## src/hw/rtl/flt_pkg.sv

```systemverilog
// ----------------------------------------------------------------------------
// flt_pkg
// Shared types, codes and the keyword trie of the four-letter tokenizer.
// ----------------------------------------------------------------------------
package flt_pkg;

  localparam int unsigned InDataW    = 8;
  localparam int unsigned InUserW    = 1;
  localparam int unsigned OutDataW   = 136;
  localparam int unsigned OutUserW   = 8;
  localparam int unsigned CfgIndexW  = 1;
  localparam int unsigned CfgDataW   = 16;
  localparam int unsigned QueueDepth = 2;

  localparam logic [7:0] ChI       = 8'h69;
  localparam logic [7:0] ChBigI    = 8'h49;
  localparam logic [7:0] ChOne     = 8'h31;
  localparam logic [7:0] ChEll     = 8'h6C;
  localparam logic [7:0] ChNewline = 8'h0A;
  localparam logic [7:0] ChTab     = 8'h09;
  localparam logic [7:0] ChCr      = 8'h0D;
  localparam logic [7:0] ChSpace   = 8'h20;

  typedef enum logic [1:0] {
    LcI    = 2'd0,
    LcBigI = 2'd1,
    LcOne  = 2'd2,
    LcEll  = 2'd3
  } letter_e;

  typedef enum logic [4:0] {
    TkNum      = 5'd0,
    TkVid      = 5'd1,
    TkFid      = 5'd2,
    TkProgram  = 5'd3,
    TkLbrace   = 5'd4,
    TkRbrace   = 5'd5,
    TkVar      = 5'd6,
    TkAssign   = 5'd7,
    TkLparen   = 5'd8,
    TkRparen   = 5'd9,
    TkFunction = 5'd10,
    TkSemi     = 5'd11,
    TkPlus     = 5'd12,
    TkMinus    = 5'd13,
    TkTimes    = 5'd14,
    TkDiv      = 5'd15,
    TkExp      = 5'd16,
    TkGt       = 5'd17,
    TkLt       = 5'd18,
    TkEq       = 5'd19,
    TkNeq      = 5'd20,
    TkIf       = 5'd21,
    TkElse     = 5'd22,
    TkEnd      = 5'd23,
    TkError    = 5'd24
  } token_kind_e;

  typedef enum logic [2:0] {
    ErrNone     = 3'd0,
    ErrBadStart = 3'd1,
    ErrBadName  = 3'd2,
    ErrNotOne   = 3'd3,
    ErrKeyword  = 3'd4,
    ErrEndLen   = 3'd5
  } error_kind_e;

  typedef enum logic [CfgIndexW-1:0] {
    CfgFirstLine   = 1'b0,
    CfgFirstColumn = 1'b1
  } cfg_index_e;

  // one classified source byte
  typedef struct packed {
    letter_e letter;
    logic    is_letter;
    logic    is_space;
    logic    is_newline;
    logic    end_mark;
  } flt_item_t;

  typedef struct packed {
    logic                 valid;
    cfg_index_e           index;
    logic [CfgDataW-1:0]  data;
  } flt_cfg_wr_t;

  typedef struct packed {
    logic        hit;
    token_kind_e kind;
  } kw_entry_t;

  // three letters after the leading l, first letter in the top bits
  function automatic kw_entry_t kw_lookup(input logic [5:0] idx);
    kw_entry_t e;
    e.hit  = 1'b1;
    e.kind = TkNum;
    unique case (idx)
      6'd0:    e.kind = TkExp;
      6'd3:    e.kind = TkTimes;
      6'd6:    e.kind = TkVar;
      6'd9:    e.kind = TkProgram;
      6'd11:   e.kind = TkLparen;
      6'd14:   e.kind = TkRparen;
      6'd18:   e.kind = TkAssign;
      6'd24:   e.kind = TkFunction;
      6'd32:   e.kind = TkSemi;
      6'd33:   e.kind = TkLbrace;
      6'd34:   e.kind = TkIf;
      6'd35:   e.kind = TkElse;
      6'd36:   e.kind = TkRbrace;
      6'd42:   e.kind = TkNeq;
      6'd48:   e.kind = TkMinus;
      6'd51:   e.kind = TkDiv;
      6'd56:   e.kind = TkGt;
      6'd57:   e.kind = TkLt;
      6'd58:   e.kind = TkEq;
      6'd60:   e.kind = TkPlus;
      default: e.hit  = 1'b0;
    endcase
    return e;
  endfunction

  // two-letter prefixes that still lead to some keyword
  function automatic logic kw_prefix_ok(input logic [3:0] p);
    logic ok;
    ok = 1'b1;
    unique case (p) inside
      4'd5, 4'd7, 4'd11, 4'd13: ok = 1'b0;
      default:                  ok = 1'b1;
    endcase
    return ok;
  endfunction

endpackage

```

## src/hw/rtl/flt_front.sv

```systemverilog
// ----------------------------------------------------------------------------
// flt_front
// Input side: takes source bytes and classifies them for the scanner.
// ----------------------------------------------------------------------------
module flt_front
  import flt_pkg::*;
(
  input  logic               s_axis_tvalid_i,
  output logic               s_axis_tready_o,
  input  logic [InDataW-1:0] s_axis_tdata_i,  // char_code
  input  logic [InUserW-1:0] s_axis_tuser_i,  // end_of_input
  input  logic               queue_ready_i,
  output logic               push_valid_o,
  output flt_item_t          item_o
);

  logic [7:0] ch;

  assign ch              = s_axis_tdata_i;
  assign s_axis_tready_o = queue_ready_i;
  assign push_valid_o    = s_axis_tvalid_i;

  always_comb begin
    item_o.letter     = LcI;
    item_o.is_letter  = 1'b1;
    item_o.is_space   = (ch == ChSpace) || ((ch >= ChTab) && (ch <= ChCr));
    item_o.is_newline = (ch == ChNewline);
    item_o.end_mark   = s_axis_tuser_i[0];
    unique case (ch)
      ChI:     item_o.letter = LcI;
      ChBigI:  item_o.letter = LcBigI;
      ChOne:   item_o.letter = LcOne;
      ChEll:   item_o.letter = LcEll;
      default: item_o.is_letter = 1'b0;
    endcase
  end

endmodule

```

## src/hw/rtl/flt_queue.sv

```systemverilog
// ----------------------------------------------------------------------------
// flt_queue
// Short queue of classified bytes between the front and the scanner.
// ----------------------------------------------------------------------------
module flt_queue
  import flt_pkg::*;
(
  input  logic      clk_i,
  input  logic      rst_ni,
  input  logic      push_valid_i,
  output logic      push_ready_o,
  input  flt_item_t push_item_i,
  output logic      pop_valid_o,
  input  logic      pop_ready_i,
  output flt_item_t pop_item_o
);

  localparam int unsigned PtrW   = (QueueDepth > 1) ? $clog2(QueueDepth) : 1;
  localparam int unsigned CountW = $clog2(QueueDepth + 1);

  flt_item_t         store_q [QueueDepth];
  logic [PtrW-1:0]   wr_ptr_q, wr_ptr_d;
  logic [PtrW-1:0]   rd_ptr_q, rd_ptr_d;
  logic [CountW-1:0] count_q, count_d;
  logic              push, pop;

  assign push_ready_o = (count_q != CountW'(QueueDepth));
  assign pop_valid_o  = (count_q != '0);
  assign pop_item_o   = store_q[rd_ptr_q];
  assign push         = push_valid_i && push_ready_o;
  assign pop          = pop_valid_o && pop_ready_i;

  always_comb begin
    wr_ptr_d = wr_ptr_q;
    rd_ptr_d = rd_ptr_q;
    count_d  = count_q;
    if (push) begin
      wr_ptr_d = (wr_ptr_q == PtrW'(QueueDepth - 1)) ? '0 : wr_ptr_q + PtrW'(1);
    end
    if (pop) begin
      rd_ptr_d = (rd_ptr_q == PtrW'(QueueDepth - 1)) ? '0 : rd_ptr_q + PtrW'(1);
    end
    if (push && !pop) begin
      count_d = count_q + CountW'(1);
    end else if (pop && !push) begin
      count_d = count_q - CountW'(1);
    end
  end

  always_ff @(posedge clk_i or negedge rst_ni) begin
    if (!rst_ni) begin
      wr_ptr_q <= '0;
      rd_ptr_q <= '0;
      count_q  <= '0;
    end else begin
      wr_ptr_q <= wr_ptr_d;
      rd_ptr_q <= rd_ptr_d;
      count_q  <= count_d;
    end
  end

  always_ff @(posedge clk_i) begin
    if (push) begin
      store_q[wr_ptr_q] <= push_item_i;
    end
  end

endmodule

```

## src/hw/rtl/flt_back.sv

```systemverilog
// ----------------------------------------------------------------------------
// flt_back
// Scanner: token state machine, position tracking and the output register.
// ----------------------------------------------------------------------------
module flt_back
  import flt_pkg::*;
#(
  parameter int unsigned MaxNameChars = 32
) (
  input  logic                clk_i,
  input  logic                rst_ni,
  input  flt_cfg_wr_t         cfg_i,
  input  logic                item_valid_i,
  output logic                item_ready_o,
  input  flt_item_t           item_i,
  output logic                m_axis_tvalid_o,
  input  logic                m_axis_tready_i,
  output logic [OutDataW-1:0] m_axis_tdata_o,
  output logic [OutUserW-1:0] m_axis_tuser_o
);

  localparam int unsigned NameW = 2 * MaxNameChars;
  localparam int unsigned CntW  = $clog2(MaxNameChars + 1);
  localparam int unsigned IdxW  = (MaxNameChars > 1) ? $clog2(MaxNameChars) : 1;

  typedef enum logic [5:0] {
    ModeIdle = 6'b000001,
    ModeVid  = 6'b000010,
    ModeFid  = 6'b000100,
    ModeNum  = 6'b001000,
    ModeKw   = 6'b010000,
    ModeHalt = 6'b100000
  } scan_mode_e;

  scan_mode_e       mode_q, mode_d;
  logic [3:0]       kw_prefix_q, kw_prefix_d;
  logic [1:0]       kw_seen_q, kw_seen_d;
  logic [30:0]      ones_q, ones_d;
  logic [NameW-1:0] name_q, name_d;
  logic [CntW-1:0]  cnt_q, cnt_d;
  logic [15:0]      first_col_q;
  logic [15:0]      cur_line_q, cur_line_d, cur_col_q, cur_col_d;
  logic [15:0]      start_line_q, start_line_d, start_col_q, start_col_d;
  logic [15:0]      adv_line, adv_col;
  logic             out_valid_q, out_valid_d;
  logic [OutDataW-1:0] out_data_q;
  logic [OutUserW-1:0] out_user_q;

  logic             fire, emit;
  token_kind_e      emit_kind;
  error_kind_e      emit_err;
  logic [30:0]      emit_num;
  logic [NameW-1:0] emit_name;
  logic [CntW-1:0]  emit_len;
  logic [3:0]       kw_pair;
  kw_entry_t        kw_hit;

  assign item_ready_o    = !out_valid_q || m_axis_tready_i;
  assign fire            = item_valid_i && item_ready_o;
  assign m_axis_tvalid_o = out_valid_q;
  assign m_axis_tdata_o  = out_data_q;
  assign m_axis_tuser_o  = out_user_q;

  assign kw_pair = {kw_prefix_q[1:0], item_i.letter};
  assign kw_hit  = kw_lookup({kw_prefix_q, item_i.letter});

  // saturating position step for the byte being consumed
  always_comb begin
    if (item_i.is_newline) begin
      adv_line = (cur_line_q == 16'hFFFF) ? cur_line_q : cur_line_q + 16'd1;
      adv_col  = first_col_q;
    end else begin
      adv_line = cur_line_q;
      adv_col  = (cur_col_q == 16'hFFFF) ? cur_col_q : cur_col_q + 16'd1;
    end
  end

  always_comb begin
    mode_d       = mode_q;
    kw_prefix_d  = kw_prefix_q;
    kw_seen_d    = kw_seen_q;
    ones_d       = ones_q;
    name_d       = name_q;
    cnt_d        = cnt_q;
    cur_line_d   = cur_line_q;
    cur_col_d    = cur_col_q;
    start_line_d = start_line_q;
    start_col_d  = start_col_q;
    emit         = 1'b0;
    emit_kind    = TkNum;
    emit_err     = ErrNone;
    emit_num     = '0;
    emit_name    = '0;
    emit_len     = '0;

    if (fire && (mode_q != ModeHalt)) begin
      if (item_i.end_mark) begin
        emit = 1'b1;
        if (mode_q == ModeIdle) begin
          start_line_d = cur_line_q;
          start_col_d  = cur_col_q;
          emit_kind    = TkEnd;
        end else begin
          mode_d    = ModeHalt;
          emit_kind = TkError;
          emit_err  = ErrEndLen;
        end
      end else begin
        unique case (mode_q)
          ModeIdle: begin
            if (item_i.is_space) begin
              cur_line_d = adv_line;
              cur_col_d  = adv_col;
            end else begin
              start_line_d = cur_line_q;
              start_col_d  = cur_col_q;
              if (!item_i.is_letter) begin
                mode_d    = ModeHalt;
                emit      = 1'b1;
                emit_kind = TkError;
                emit_err  = ErrBadStart;
              end else begin
                cur_line_d = adv_line;
                cur_col_d  = adv_col;
                unique case (item_i.letter)
                  LcI, LcBigI: begin
                    mode_d = (item_i.letter == LcI) ? ModeVid : ModeFid;
                    name_d = NameW'(item_i.letter);
                    cnt_d  = CntW'(1);
                  end
                  LcOne: begin
                    mode_d = ModeNum;
                    ones_d = '0;
                  end
                  default: begin
                    mode_d      = ModeKw;
                    kw_prefix_d = '0;
                    kw_seen_d   = '0;
                  end
                endcase
              end
            end
          end
          ModeVid, ModeFid: begin
            cur_line_d = adv_line;
            cur_col_d  = adv_col;
            if (item_i.is_space) begin
              mode_d    = ModeIdle;
              emit      = 1'b1;
              emit_kind = (mode_q == ModeVid) ? TkVid : TkFid;
              emit_name = name_q;
              emit_len  = cnt_q;
            end else if (!item_i.is_letter) begin
              mode_d    = ModeHalt;
              emit      = 1'b1;
              emit_kind = TkError;
              emit_err  = ErrBadName;
            end else if (cnt_q >= CntW'(MaxNameChars)) begin
              mode_d    = ModeHalt;
              emit      = 1'b1;
              emit_kind = TkError;
              emit_err  = ErrEndLen;
            end else begin
              name_d[{cnt_q[IdxW-1:0], 1'b0} +: 2] = item_i.letter;
              cnt_d = cnt_q + CntW'(1);
            end
          end
          ModeNum: begin
            cur_line_d = adv_line;
            cur_col_d  = adv_col;
            if (item_i.is_space) begin
              mode_d    = ModeIdle;
              emit      = 1'b1;
              emit_kind = TkNum;
              emit_num  = ones_q;
            end else if (!item_i.is_letter || (item_i.letter != LcOne)) begin
              mode_d    = ModeHalt;
              emit      = 1'b1;
              emit_kind = TkError;
              emit_err  = ErrNotOne;
            end else if (ones_q != '1) begin
              ones_d = ones_q + 31'd1;
            end
          end
          ModeKw: begin
            cur_line_d = adv_line;
            cur_col_d  = adv_col;
            if (!item_i.is_letter) begin
              mode_d    = ModeHalt;
              emit      = 1'b1;
              emit_kind = TkError;
              emit_err  = ErrKeyword;
            end else if (kw_seen_q == 2'd0) begin
              kw_prefix_d = {2'b00, item_i.letter};
              kw_seen_d   = 2'd1;
            end else if (kw_seen_q == 2'd1) begin
              if (kw_prefix_ok(kw_pair)) begin
                kw_prefix_d = kw_pair;
                kw_seen_d   = 2'd2;
              end else begin
                mode_d    = ModeHalt;
                emit      = 1'b1;
                emit_kind = TkError;
                emit_err  = ErrKeyword;
              end
            end else if (kw_hit.hit) begin
              mode_d      = ModeIdle;
              kw_seen_d   = '0;
              kw_prefix_d = '0;
              emit        = 1'b1;
              emit_kind   = kw_hit.kind;
            end else begin
              mode_d    = ModeHalt;
              emit      = 1'b1;
              emit_kind = TkError;
              emit_err  = ErrKeyword;
            end
          end
          default: ;
        endcase
      end
    end

    // register writes reload the running position
    if (cfg_i.valid) begin
      if (cfg_i.index == CfgFirstLine) begin
        cur_line_d = cfg_i.data;
      end else begin
        cur_col_d = cfg_i.data;
      end
    end
  end

  always_comb begin
    if (emit) begin
      out_valid_d = 1'b1;
    end else if (m_axis_tready_i) begin
      out_valid_d = 1'b0;
    end else begin
      out_valid_d = out_valid_q;
    end
  end

  always_ff @(posedge clk_i or negedge rst_ni) begin
    if (!rst_ni) begin
      mode_q       <= ModeIdle;
      kw_prefix_q  <= '0;
      kw_seen_q    <= '0;
      ones_q       <= '0;
      name_q       <= '0;
      cnt_q        <= '0;
      first_col_q  <= 16'd0;
      cur_line_q   <= 16'd1;
      cur_col_q    <= 16'd0;
      start_line_q <= '0;
      start_col_q  <= '0;
      out_valid_q  <= 1'b0;
    end else begin
      mode_q       <= mode_d;
      kw_prefix_q  <= kw_prefix_d;
      kw_seen_q    <= kw_seen_d;
      ones_q       <= ones_d;
      name_q       <= name_d;
      cnt_q        <= cnt_d;
      cur_line_q   <= cur_line_d;
      cur_col_q    <= cur_col_d;
      start_line_q <= start_line_d;
      start_col_q  <= start_col_d;
      out_valid_q  <= out_valid_d;
      if (cfg_i.valid && (cfg_i.index == CfgFirstColumn)) begin
        first_col_q <= cfg_i.data;
      end
    end
  end

  // result beat: tuser {error_kind, token_kind}, tdata packed low to high
  always_ff @(posedge clk_i) begin
    if (emit) begin
      out_user_q <= {emit_err, emit_kind};
      out_data_q <= {3'b000, start_col_d, start_line_d, 6'(emit_len),
                     64'(emit_name), emit_num};
    end
  end

`ifndef SYNTHESIS
  a_halt_sticky: assert property (@(posedge clk_i) disable iff (!rst_ni)
    (mode_q == ModeHalt) |=> (mode_q == ModeHalt))
    else $error("scanner left the halted state");

  a_error_halts: assert property (@(posedge clk_i) disable iff (!rst_ni)
    (emit && (emit_kind == TkError)) |=> (mode_q == ModeHalt))
    else $error("error token without halt");

  a_silent_halt: assert property (@(posedge clk_i) disable iff (!rst_ni)
    (mode_q == ModeHalt) |-> !emit)
    else $error("token produced while halted");

  a_name_bound: assert property (@(posedge clk_i) disable iff (!rst_ni)
    cnt_q <= CntW'(MaxNameChars))
    else $error("name letter count beyond limit");
`endif

endmodule

```

## src/hw/rtl/four_letter_language_tokenizer_unit.sv

```systemverilog
// ----------------------------------------------------------------------------
// four_letter_language_tokenizer_unit
// Byte-stream tokenizer for the four-letter language, with line/column tags.
// ----------------------------------------------------------------------------
// Takes one source byte per beat and sustains one byte per clock cycle while
// the queue has room; each byte is a single update of the scanner state
// machine. A token reaches the result stream through the two-entry input
// queue and then the output register, and the input keeps flowing while a
// finished token waits to be taken until the queue fills. After an error
// token the block drops all further bytes until reset. Register writes are
// meant for idle periods only.
module four_letter_language_tokenizer_unit
  import flt_pkg::*;
#(
  parameter int unsigned MaxNameChars = 32
) (
  input  logic                 clk_i,
  input  logic                 rst_ni,
  input  logic                 s_axis_tvalid_i,
  output logic                 s_axis_tready_o,
  input  logic [InDataW-1:0]   s_axis_tdata_i,   // char_code
  input  logic [InUserW-1:0]   s_axis_tuser_i,   // end_of_input
  output logic                 m_axis_tvalid_o,
  input  logic                 m_axis_tready_i,
  // number_value, name_letters, name_length, token_line, token_column, zero pad
  output logic [OutDataW-1:0]  m_axis_tdata_o,
  output logic [OutUserW-1:0]  m_axis_tuser_o,   // token_kind, error_kind
  input  logic                 cfg_valid_i,
  output logic                 cfg_ready_o,
  input  logic [CfgIndexW-1:0] cfg_index_i,
  input  logic [CfgDataW-1:0]  cfg_data_i
);

  flt_item_t   front_item, queue_item;
  logic        push_valid, push_ready;
  logic        pop_valid, pop_ready;
  flt_cfg_wr_t cfg_wr;

  assign cfg_ready_o  = 1'b1;
  assign cfg_wr.valid = cfg_valid_i;
  assign cfg_wr.index = cfg_index_e'(cfg_index_i);
  assign cfg_wr.data  = cfg_data_i;

  flt_front u_front (
    .s_axis_tvalid_i (s_axis_tvalid_i),
    .s_axis_tready_o (s_axis_tready_o),
    .s_axis_tdata_i  (s_axis_tdata_i),
    .s_axis_tuser_i  (s_axis_tuser_i),
    .queue_ready_i   (push_ready),
    .push_valid_o    (push_valid),
    .item_o          (front_item)
  );

  flt_queue u_queue (
    .clk_i        (clk_i),
    .rst_ni       (rst_ni),
    .push_valid_i (push_valid),
    .push_ready_o (push_ready),
    .push_item_i  (front_item),
    .pop_valid_o  (pop_valid),
    .pop_ready_i  (pop_ready),
    .pop_item_o   (queue_item)
  );

  flt_back #(
    .MaxNameChars (MaxNameChars)
  ) u_back (
    .clk_i           (clk_i),
    .rst_ni          (rst_ni),
    .cfg_i           (cfg_wr),
    .item_valid_i    (pop_valid),
    .item_ready_o    (pop_ready),
    .item_i          (queue_item),
    .m_axis_tvalid_o (m_axis_tvalid_o),
    .m_axis_tready_i (m_axis_tready_i),
    .m_axis_tdata_o  (m_axis_tdata_o),
    .m_axis_tuser_o  (m_axis_tuser_o)
  );

endmodule

```

## config.mk

```make
export PLATFORM = sky130hd
export DESIGN_NAME = four_letter_language_tokenizer_unit
export DESIGN_NICKNAME = d
export VERILOG_FILES = /design/src/hw/rtl/flt_pkg.sv /design/src/hw/rtl/flt_front.sv /design/src/hw/rtl/flt_queue.sv /design/src/hw/rtl/flt_back.sv /design/src/hw/rtl/four_letter_language_tokenizer_unit.sv
export SDC_FILE = /design/constraint.sdc
export NUM_CORES = 1
export LEC_CHECK = 0
export BUFFER_PORTS_ARGS = -buffer_cell sky130_fd_sc_hd__buf_2
export CAP_MARGIN = 20
export CELL_PAD_IN_SITES_DETAIL_PLACEMENT = 0
export CELL_PAD_IN_SITES_GLOBAL_PLACEMENT = 2
export CORE_MARGIN = 5
export CORE_UTILIZATION = 42
export CTS_BUF_LIST = sky130_fd_sc_hd__clkbuf_16
export DETAILED_ROUTE_END_ITERATION = 10
export PLACE_DENSITY_LB_ADDON = 0.05
export SKIP_LAST_GASP = 1
export SYNTH_ARGS = -nofsm -noshare
export SYNTH_HDL_FRONTEND = slang
export SYNTH_SLANG_ARGS = --single-unit
```

## constraint.sdc

```tcl
create_clock -name clk_i -period 14.85 [get_ports clk_i]
set_clock_uncertainty 0.05 [all_clocks]
set_input_delay 4.455 -clock clk_i [delete_from_list [all_inputs] [get_ports clk_i]]
set_output_delay 4.455 -clock clk_i [all_outputs]
set_load 0.03 [all_outputs]
```

**Word level (Yosys, flattened, before mapping)**

Memories as Yosys holds them, arrays and structs flattened.
Cells that the tools add are included.

- Bitwise gates (word level): 5
- Reduce and logical (&&, ||, !) cells: 37
- Muxes and demuxes: 149
- $lt $le $gt $ge: 3
- Equality and inequality tests: 62
- Shift operators: 2
- $add $sub $neg: 9

Operators by type and width:

| cell | number |
|---|---|
| $mux W16 | 26 |
| $mux W64 | 6 |
| $mux W31 | 6 |
| $pmux W64 S2 | 1 |
| $mux W6 | 20 |
| $pmux W5 S20 | 1 |
| $eq A6 B6 Y1 const B | 12 |
| $mux W5 | 13 |
| $bwmux W64 | 1 |
| $pmux W16 S2 | 2 |
| $shift A2 B8 Y64 const A | 1 |
| $shiftx A2 B8 Y64 | 1 |
| $pmux W31 S2 | 1 |
| $mux W3 | 13 |
| $mux W4 | 9 |
| $add A16 B1 Y16 const B | 2 |
| $eq A16 B16 Y1 const B | 2 |
| $add A31 B1 Y31 const B | 1 |
| $ne A31 B31 Y1 const B | 1 |
| $mux W1 | 29 |
| $reduce_and A9 Y1 | 3 |
| $eq A6 B4 Y1 const B | 4 |
| $eq A8 B7 Y1 const B | 3 |
| $mux W2 | 12 |
| 46 further kinds | 97 |

- Memories kept: 1
- Register bits after elaboration: 339
- Bits in writable memories: 12
- Output and inout bits: 147

Memory list:

| name | words | width | rd ports | clocked after memory_dff | write ports | RTL line | source |
|---|---|---|---|---|---|---|---|
| u_queue.store_q | 2 | 6 | 1 | 0 | 1 | flt_queue.sv:21 | `flt_item_t store_q [QueueDepth];` |

**Logic depth before layout (Yosys ltp)**

Gate-level depths: netlist (run 1).
An unclocked memory read counts as a cell.

- Depth after elaboration: 18
- Gate-level depth with buffers: 10

**Cells and area by module**

A second synthesis (run 1) with hierarchy kept.

- Cells, all modules: 1535
- Area total of the unflattened synthesis: 16864.9 um2

Modules (own cells, without submodules):

| module | seq. area each (um2) | cells each | area an instance (um2) | times used |
|---|---|---|---|---|
| flt_back | 9091.2 | 1477 | 16066.7 | 1 |
| flt_queue | 460.4 | 37 | 644.4 | 1 |
| flt_front | 0.0 | 19 | 142.6 | 1 |
| four_letter_language_tokenizer_unit | 0.0 | 2 | 11.3 | 1 |

**Worst setup path after synthesis (run 1)**

No wires, ideal clock.

- Path type: input port to flip-flop
- Start point: input m_axis_tready_i
- End point: register u_back.out_data_q[0] (netlist: u_back.m_axis_tdata_o[0]) (enable)
- Path buffers: 0
- Path slack: 5600 ps
- Stages: 4
- Data arrival time: 8673 ps
- Required time: 14273 ps
- Cell sequence: nand2b_1 -> o221ai_1 -> a31oi_1 -> o31a_1

- Longest elaborated chain between the ends: 4

Ends and longest elaborated chain:

| what | RTL line | source |
|---|---|---|
| from (decl) | four_letter_language_tokenizer_unit.sv:24 | `input logic m_axis_tready_i,` |
| $logic_or A1 B1 Y1 | flt_back.sv:58 | `assign item_ready_o = !out_valid_q \|\| m_axis_tready_i;` |
| $logic_and A1 B1 Y1 | flt_back.sv:59 | `assign fire = item_valid_i && item_ready_o;` |
| $logic_and A1 B1 Y1 | flt_back.sv:96 | `if (fire && (mode_q != ModeHalt)) begin` |
| $mux W1 | flt_back.sv:96 |  |
| named net u_back.emit | flt_back.sv:49 | `logic fire, emit;` |
| to (signal assigned) | flt_back.sv:280 | `out_data_q <= {3'b000, start_col_d, start_line_d, 6'(emit_len),` |
| to (decl) | flt_back.sv:46 | `logic [OutDataW-1:0] out_data_q;` |

The timed path passes the listed nets, and every way through them passes these cells.
A chain may end at the register's enable or synchronous reset.

**Worst setup path after layout (run 1)**

- Start point: input m_axis_tready_i
- End point: register u_back.cur_line_q[7]

- Longest elaborated chain between the ends: 6

Ends and longest elaborated chain:

| what | RTL line | source |
|---|---|---|
| $logic_or A1 B1 Y1 (*) | flt_back.sv:58 |  |
| $logic_and A1 B1 Y1 (*) | flt_back.sv:59 |  |
| $logic_and A1 B1 Y1 (*) | flt_back.sv:96 |  |
| $mux W16 (*) | flt_back.sv:96 |  |
| $mux W16 | flt_back.sv:226 | `if (cfg_i.index == CfgFirstLine) begin` |
| $mux W16 (*) | flt_back.sv:225 | `if (cfg_i.valid) begin` |
| named net u_back.cur_line_d[7] | flt_back.sv:42 | `logic [15:0] cur_line_q, cur_line_d, cur_col_q, cur_col_d;` |
| to (signal assigned) | flt_back.sv:265 | `cur_line_q <= cur_line_d;` |
| to (decl) | flt_back.sv:42 |  |

Mark *: on every way through the listed nets, which the timed path passes. The rest lies on a longest branch.

==> results of run 1 <==
cells by family after synthesis:
family                     Yosys count  synth area share [%]
buffers and inverters              115                  2.69
adders and majority gates            9                 0.657
xor gates and xnor gates            35                  1.79
muxes                               78                  4.86
DFF                                351                  55.8
AOI/OAI and AO/OA                  338                  13.3
other                                2                0.0438
and+or+nand+nor                    701                  20.9
synthesized netlist by cell type (11+ instances only):
master    instances  area, um^2
a31oi_1          19         119
o211ai_1         26         195
o21ai_0         100         500
a211oi_1         11        82.6
o31ai_1          13        97.6
nand2_1         201         754
a21oi_1          51         255
nor2_1          110         413
nand4_1          34         213
clkbuf_1         73         274
and3_1           20         125
dfrtp_1         196        4900
a22oi_1          11        82.6
mux2_2           41         462
nor3_1           55         275
nor4_1           30         188
and2_1          110         688
xor2_1           14         123
xnor2_1          21         184
inv_1            21        78.8
or3_1            14        87.6
nand3_1          49         245
edfxtp_1        153        4590
nand2b_1         18         113
mux2i_1          37         370
flip-flops by register name (all words and copies together), names as in the netlist:
register,flops
u_back.ones_q,31
u_back.kw_seen_q,2
u_queue.wr_ptr_q,1
u_back.cur_col_q,16
u_queue.rd_ptr_q,1
u_back.cnt_q,6
u_back.first_col_q,16
u_queue.count_q,2
u_back.m_axis_tuser_o,8
u_back.mode_q,6
u_back.name_q,64
u_back.start_col_q,16
u_back.m_axis_tdata_o,133
u_back.start_line_q,16
u_back.m_axis_tvalid_o,1
u_back.kw_prefix_q,4
u_back.cur_line_q,16
u_queue.store_q,12
power by group through the flow:
| stage | sequential [uW] | clock (uW) | combinational (uW) |
|---|---|---|---|
| 2_1_floorplan | 1310 | 0 | 368 |
| 3_3_place_gp | 1240 | 0 | 668 |
| 3_5_place_dp | 1240 | 0 | 671 |
| 4_1_cts | 1220 | 1000 | 673 |
| 5_1_grt | 1240 | 1040 | 726 |
| 6_report | 1220 | 977 | 676 |
worst max-delay path: cells and delay by family:
family          cells  cell delay [ps]
compound gates      3             1210
simple gates        3             1640
buf+inv             1               80
worst max path at each step:
stage	cells after the start	slack, ps	to
2_1_floorplan	4	5600	u_back.m_axis_tdata_o[0]
3_3_place_gp	7	7580	u_back.cur_line_q[7]
3_5_place_dp	7	7420	u_back.cur_line_q[7]
4_1_cts	7	8010	u_back.cur_line_q[7]
5_1_grt	7	7770	u_back.cur_line_q[7]
6_report	7	7890	u_back.cur_line_q[7]
layer usage:
| metal | vias to the layer above | global-route usage [%] | part of all wire (%) |
|---|---|---|---|
| met2 | 362 | 33.4 | 46 |
| li1 | 6316 | - | - |
| met1 | 6564 | 30.8 | 46 |
| met4 | 0 | 5.84 | 2.4 |
| met5 | - | 0 | 0 |
| met3 | 77 | 3.81 | 5.5 |
per-stage QoR:
| stage | total power [uW] | hold WS (ps) | std cells | setup slack (ps) |
|---|---|---|---|---|
| final | 2880 | 418 | 2336 | 7890 |
| after floorplan | 1680 | 390 | 1631 | 5600 |
| after global placement | 1910 | 404 | 2264 | 7580 |
| after detailed placement | 1910 | 409 | 2264 | 7420 |
| after CTS | 2900 | 422 | 2334 | 8010 |
| after global routing | 3000 | 441 | 2336 | 7770 |
final cells by class:
class | instances | area [um^2] | area share, %
Sequential cell | 351 | 9550 | 48.2
Clock inverter | 29 | 259 | 1.31
Timing Repair Buffer | 196 | 1070 | 5.39
Inverter | 22 | 82.6 | 0.417
Clock buffer | 41 | 1030 | 5.18
Tap cell | 532 | 666 | 3.36
Multi-Input combinational cell | 1165 | 7160 | 36.1
==> results by group, run 1 <==
Outcome
  – Status: finished, final reports clean

Route
  – Final wirelength: 49100 um
  – Drt drc: 0
  – DR iter-0 viols: 809
  – Vias/cell: 5.70
  – Routed wire per std cell: 21.0 um
  – Post-route ant nets: 0
  – Vias post-DR: 13319
  – Detailed Routing Iterations Pass 1: 5

Power and ir drop
  – Flop pwr share: 42.5%
  – VDD IR max: 0.125 mV
  – Switching Share: 33.9%
  – P_sw: 977 uW
  – Pint: 1900 uW
  – Comb power frac: 23.5%
  – LEAKAGE: 0.00786 uW
  – Clock power share: 34.0%
  – PD cells: 145 mW/mm^2

CTS
  – Clock Pin Slew Worst Setup and Hold Paths: 60 ps
  – Worst-skew pair later-pin latency: 550 ps
  – CTS HTree Levels: 2
  – # clock sinks: 351
  – CTS max path bufs: 3
  – CTS Buf Count: 38
  – CTS tree: yes
  – CTS Hold Bufs: 0
  – CTS Root Cell: clkbuf_16
  – Resize count post-CTS: 0
  – Setup Fix Bufs, Post-CTS: 0

STA
  – Setup Viol. Count Final: 0
  – Crit path time final: 6960 ps
  – Fin. Hold Viols: 0
  – Max-slew headroom: 20.1%
  – Fin Setup TNS: 0 ps
  – F_max: 144 MHz
  – RSZ-0062 raised after global routing: no
  – Slew Limit Fails: 0
  – Crit share post-route: 46.9%
  – Least-Margin Pin Slew: 1190 ps

Critical path
  – Startpoint types: primary input
  – Reg2reg start: u_back.mode_q[1]
  – Worst-path fanout max: 13
  – CP peak stage delay: 830 ps
  – R2r endpoint: u_back.m_axis_tdata_o[96]
  – Data arrival, critical path: 7390 ps
  – Worst setup path start: m_axis_tready_i
  – Critical-path top delay cell: nor2_1
  – Critical path, cell by cell: buf_2 > nand2b_1 > o221ai_1 > nor2_1 > o21ai_1 > or4_1 > a31oi_1
  – Worst Path Required: 15280 ps
  – R2r setup slk: 10880 ps
  – WS Path Type: primary input to flip-flop
  – CP endpoint kind: flip-flop
  – R2r worst-path depth: 7

Global route
  – Antenna violations before repair: 1
  – Number of global-route vias before repair: 12953
  – Grt ovf: 0
  – Total track usage: 21.3%
  – First-pass GRT wire length: 75700 um
  – Largest net degree at the start of global routing: 89

Placement
  – GP Congestion: 0.886
  – Final HPWL DP: 34500 um
  – IO Port Bufs: 173
  – Dpl cell area: 0.0185 mm^2

Logic synthesis
  – #FFs+latches synth: 351
  – Yosys warning count: 0
  – Synthesized area: 0.0171 mm^2
  – FFs w/ async S/R, synth: 56.4%
  – EDFF count, synth: 153
  – Avg Synthesized Cell Area: 10.5 um^2
  – Syn Inst Count: 1629
  – Sequential area share after synthesis: 55.8%
  – Count of cell types in the netlist: 80
  – Top_reg_cell synth: dfrtp_1

Min path
  – HP Start: u_back.first_col_q[13]
  – Worst hold stages: 1
  – HP Class: flip-flop to flip-flop
  – WHS Endpoint: u_back.first_col_q[13]

Die
  – Initial core utilization: 42.2%
  – Overall die area: 0.0449 mm^2
  – Die height: 212 um
  – Site row count: 74
  – Width of the die: 212 um
  – IO Pins: 178
  – Core Footprint: 0.0406 mm^2

Finish
  – Most frequent cells in the layout: nand2_1 (201), dfrtp_1 (196), buf_2 (172)
  – FILL cells: 3813
  – Fin area: 0.0198 mm^2
  – Commonest non-fill, non-tap cell in the layout: nand2_1
  – Final core utilization: 48.8%
  – Area Overhead vs Synth: 15.6%
  – Fin nets: 1814
  – Layout cells sized above 1: 17.6%
  – N_diodes: 0

Flow run
  – Maxcap violations: 0
Power figures use the tool's default switching activity.
==> run 2: changes to the inputs <==
CORE_UTILIZATION = 35   (was 42)
clock period = 5.7 ns   (was 14.85 ns; I/O delays follow)
==> run 2 against run 1 <==
Compared with the run above: die area is 19% higher; total power grew to 2.6 times the previous value; global-route usage is 2.2 points lower; via count is 0.41% higher; combinational power grew to 2.7 times the previous value; utilization is 7.7 points lower; highest routed layer unchanged; final area is 1.0% higher.
==> results by group, run 2 (synthesis results as in run 1) <==
Critical path
  – Startpoint types: primary input
  – CP Buf/Inv Count: 2 (+1)
  – WS Path Type: primary input to flip-flop
  – Worst-path fanout max: 54 (+41)
  – CP peak stage delay: 670 ps (-160 ps)
  – Worst Path Required: 5890 ps (-9390 ps)
  – Critical path, cell by cell: buf_2 > nand2b_1 > o221ai_1 > a31oi_1 > o31a_4 > buf_12
  – CP top delay family: compound AO/OA/AOI/OAI gates
  – Data arrival, critical path: 4070 ps (-3320 ps)
  – CP endpoint kind: flip-flop
  – Critical-path top delay cell: o31a_4

STA
  – Least-Margin Pin Slew: 1040 ps (-149 ps)
  – F_max: 258 MHz
  – Fin. Hold Viols: 0 (unchanged)
  – Crit path time final: 3880 ps
  – Crit share post-route: 68.0%
  – Slew Limit Fails: 0 (unchanged)
  – Setup ws final: 1820 ps (-6070 ps)
  – Max-slew headroom: 29.9% (+9.7 points)
  – Fin Setup TNS: 0 ps (unchanged)
  – RSZ-0062 raised after global routing: no
  – Setup Viol. Count Final: 0 (unchanged)

Finish
  – Fin nets: 1822 (+0.44%)
  – Layout cells sized above 1: 18.0% (+0.40 points)
  – N_diodes: 0 (unchanged)
  – Fin area: 0.0200 mm^2 (+1.0%)
  – Commonest non-fill, non-tap cell in the layout: nand2_1
  – Largest register FFs: 133 (unchanged)
  – Area Overhead vs Synth: 16.8%
  – Most frequent cells in the layout: nand2_1 (201), dfrtp_1 (196), buf_2 (172)

Power and ir drop
  – LEAKAGE: 0.00792 uW (+0.73%)
  – Pint: 4970 uW (+160%)
  – Power Total: 7600 uW (+160%)
  – Switching Share: 34.6% (+0.66 points)
  – Clock power share: 34.4% (+0.4 points)
  – Comb power frac: 23.9% (+0.4 points)
  – P_sw: 2630 uW (+170%)
  – PD cells: 380 mW/mm^2 (+160%)
  – Flop pwr share: 41.7% (-0.8 points)
  – VDD IR max: 0.196 mV (+56%)

Outcome
  – Status: finished, final reports clean

Placement
  – Final HPWL DP: 36500 um (+6.0%)
  – GP Congestion: 0.860 (-3.0%)
  – Dpl cell area: 0.0187 mm^2 (+0.97%)
  – Pre-CTS setup slack: 1220 ps (-6200 ps)
  – IO Port Bufs: 173 (unchanged)

CTS
  – CTS Hold Bufs: 0 (unchanged)
  – CTS HTree Levels: 2 (unchanged)
  – CTS Root Cell: clkbuf_16
  – Clock Pin Slew Worst Setup and Hold Paths: 60 ps (about the same)
  – Resize count post-CTS: 0 (unchanged)
  – # clock sinks: 351 (unchanged)
  – CTS tree: yes
  – Worst-skew pair later-pin latency: 560 ps (about the same)
  – Setup Fix Bufs, Post-CTS: 0 (unchanged)
  – CTS Buf Count: 41 (+7.9%)
  – CTS max path bufs: 3 (unchanged)

Route
  – Detailed Routing Iterations Pass 1: 5 (unchanged)
  – Final wirelength: 52200 um (+6.4%)
  – Vias post-DR: 13373 (+0.41%)
  – Post-route ant nets: 0 (unchanged)
  – DR iter-0 viols: 976 (+21%)
  – Vias/cell: 5.49 (-3.7%)
  – Drt drc: 0 (unchanged)
  – Routed wire per std cell: 21.4 um (+2.0%)

Global route
  – Total track usage: 19.1% (-2.2 points)
  – First-pass GRT wire length: 81100 um (+7.2%)
  – Antenna violations before repair: 0 (-1)
  – Largest net degree at the start of global routing: 68 (-24%)
  – Number of global-route vias before repair: 13312 (+2.8%)
  – Grt ovf: 0 (unchanged)

Die
  – IO Pins: 178 (unchanged)
  – Overall die area: 0.0535 mm^2 (+19%)
  – Site row count: 81 (+9.5%)
  – Width of the die: 231 um (+9.1%)
  – Initial core utilization: 35.2% (-7.0 points)
  – Die height: 231 um (+9.1%)
  – Core Footprint: 0.0486 mm^2 (+20%)

Flow run
  – Maxcap violations: 0 (unchanged)

Min path
  – HP Class: flip-flop to flip-flop
==> run 2: worst paths after layout <==
kind,startpoint,end,slack [ps],depth (start not counted)
min in group asynchronous,rst_ni,u_back.kw_prefix_q[3],1130,1
max in group asynchronous,rst_ni,u_back.cur_col_q[1],3380,2
worst min register to register,u_back.first_col_q[13],u_back.first_col_q[13],420,1
worst max register to register,u_queue.rd_ptr_q,u_back.m_axis_tdata_o[15],1910,7
worst min-delay path,u_back.first_col_q[13],u_back.first_col_q[13],420,1
worst max-delay path,m_axis_tready_i,u_back.m_axis_tdata_o[15],1820,6
==> run 2: power by group through the flow <==
stage               registers [uW]  clock network (uW)  logic, uW
floorplan                     3390                   0        960
global placement              3210                   0       1820
detailed placement            3220                   0       1830
CTS                           3170                2700       1840
global route                  3200                2800       1970
finish                        3170                2610       1810
==> run 2: worst register-to-register path: stages (launching register included) <==
cell	delay [ps]
dfrtp_1	660
buf_4	330
mux2_2	540
a211oi_1	300
a311oi_1	130
a21oi_1	390
o31a_4	630
buf_12	430
==> run 2: through the flow <==
stage,std cells,hold slack (ps),util [%]
final,2436,424,41.1
after global routing,2436,441,41.1
after CTS,2434,423,41.1
after detailed placement,2359,411,38.4
after global placement,2359,405,38.4
after floorplan,1631,390,-
==> run 2: cell type report <==
cell class                 count  area, um^2
inverter                      22        82.6
multi-input combinational   1165        7160
clock inverter                33         282
timing repair buffer         201        1110
fill                        4748       28600
clock buffer                  42        1050
sequential                   351        9550
tap                          622         778
==> run 2: layer usage <==
layer | vias to the layer above | wire (um) | track usage [%] | share of wire (%)
li1 | 6341 | - | - | -
met1 | 6646 | 24700 | 27.5 | 47
met2 | 313 | 24100 | 30.3 | 46
met3 | 73 | 2210 | 3.12 | 4.2
met4 | 0 | 1160 | 4.98 | 2.2
met5 | - | 0 | 0 | 0
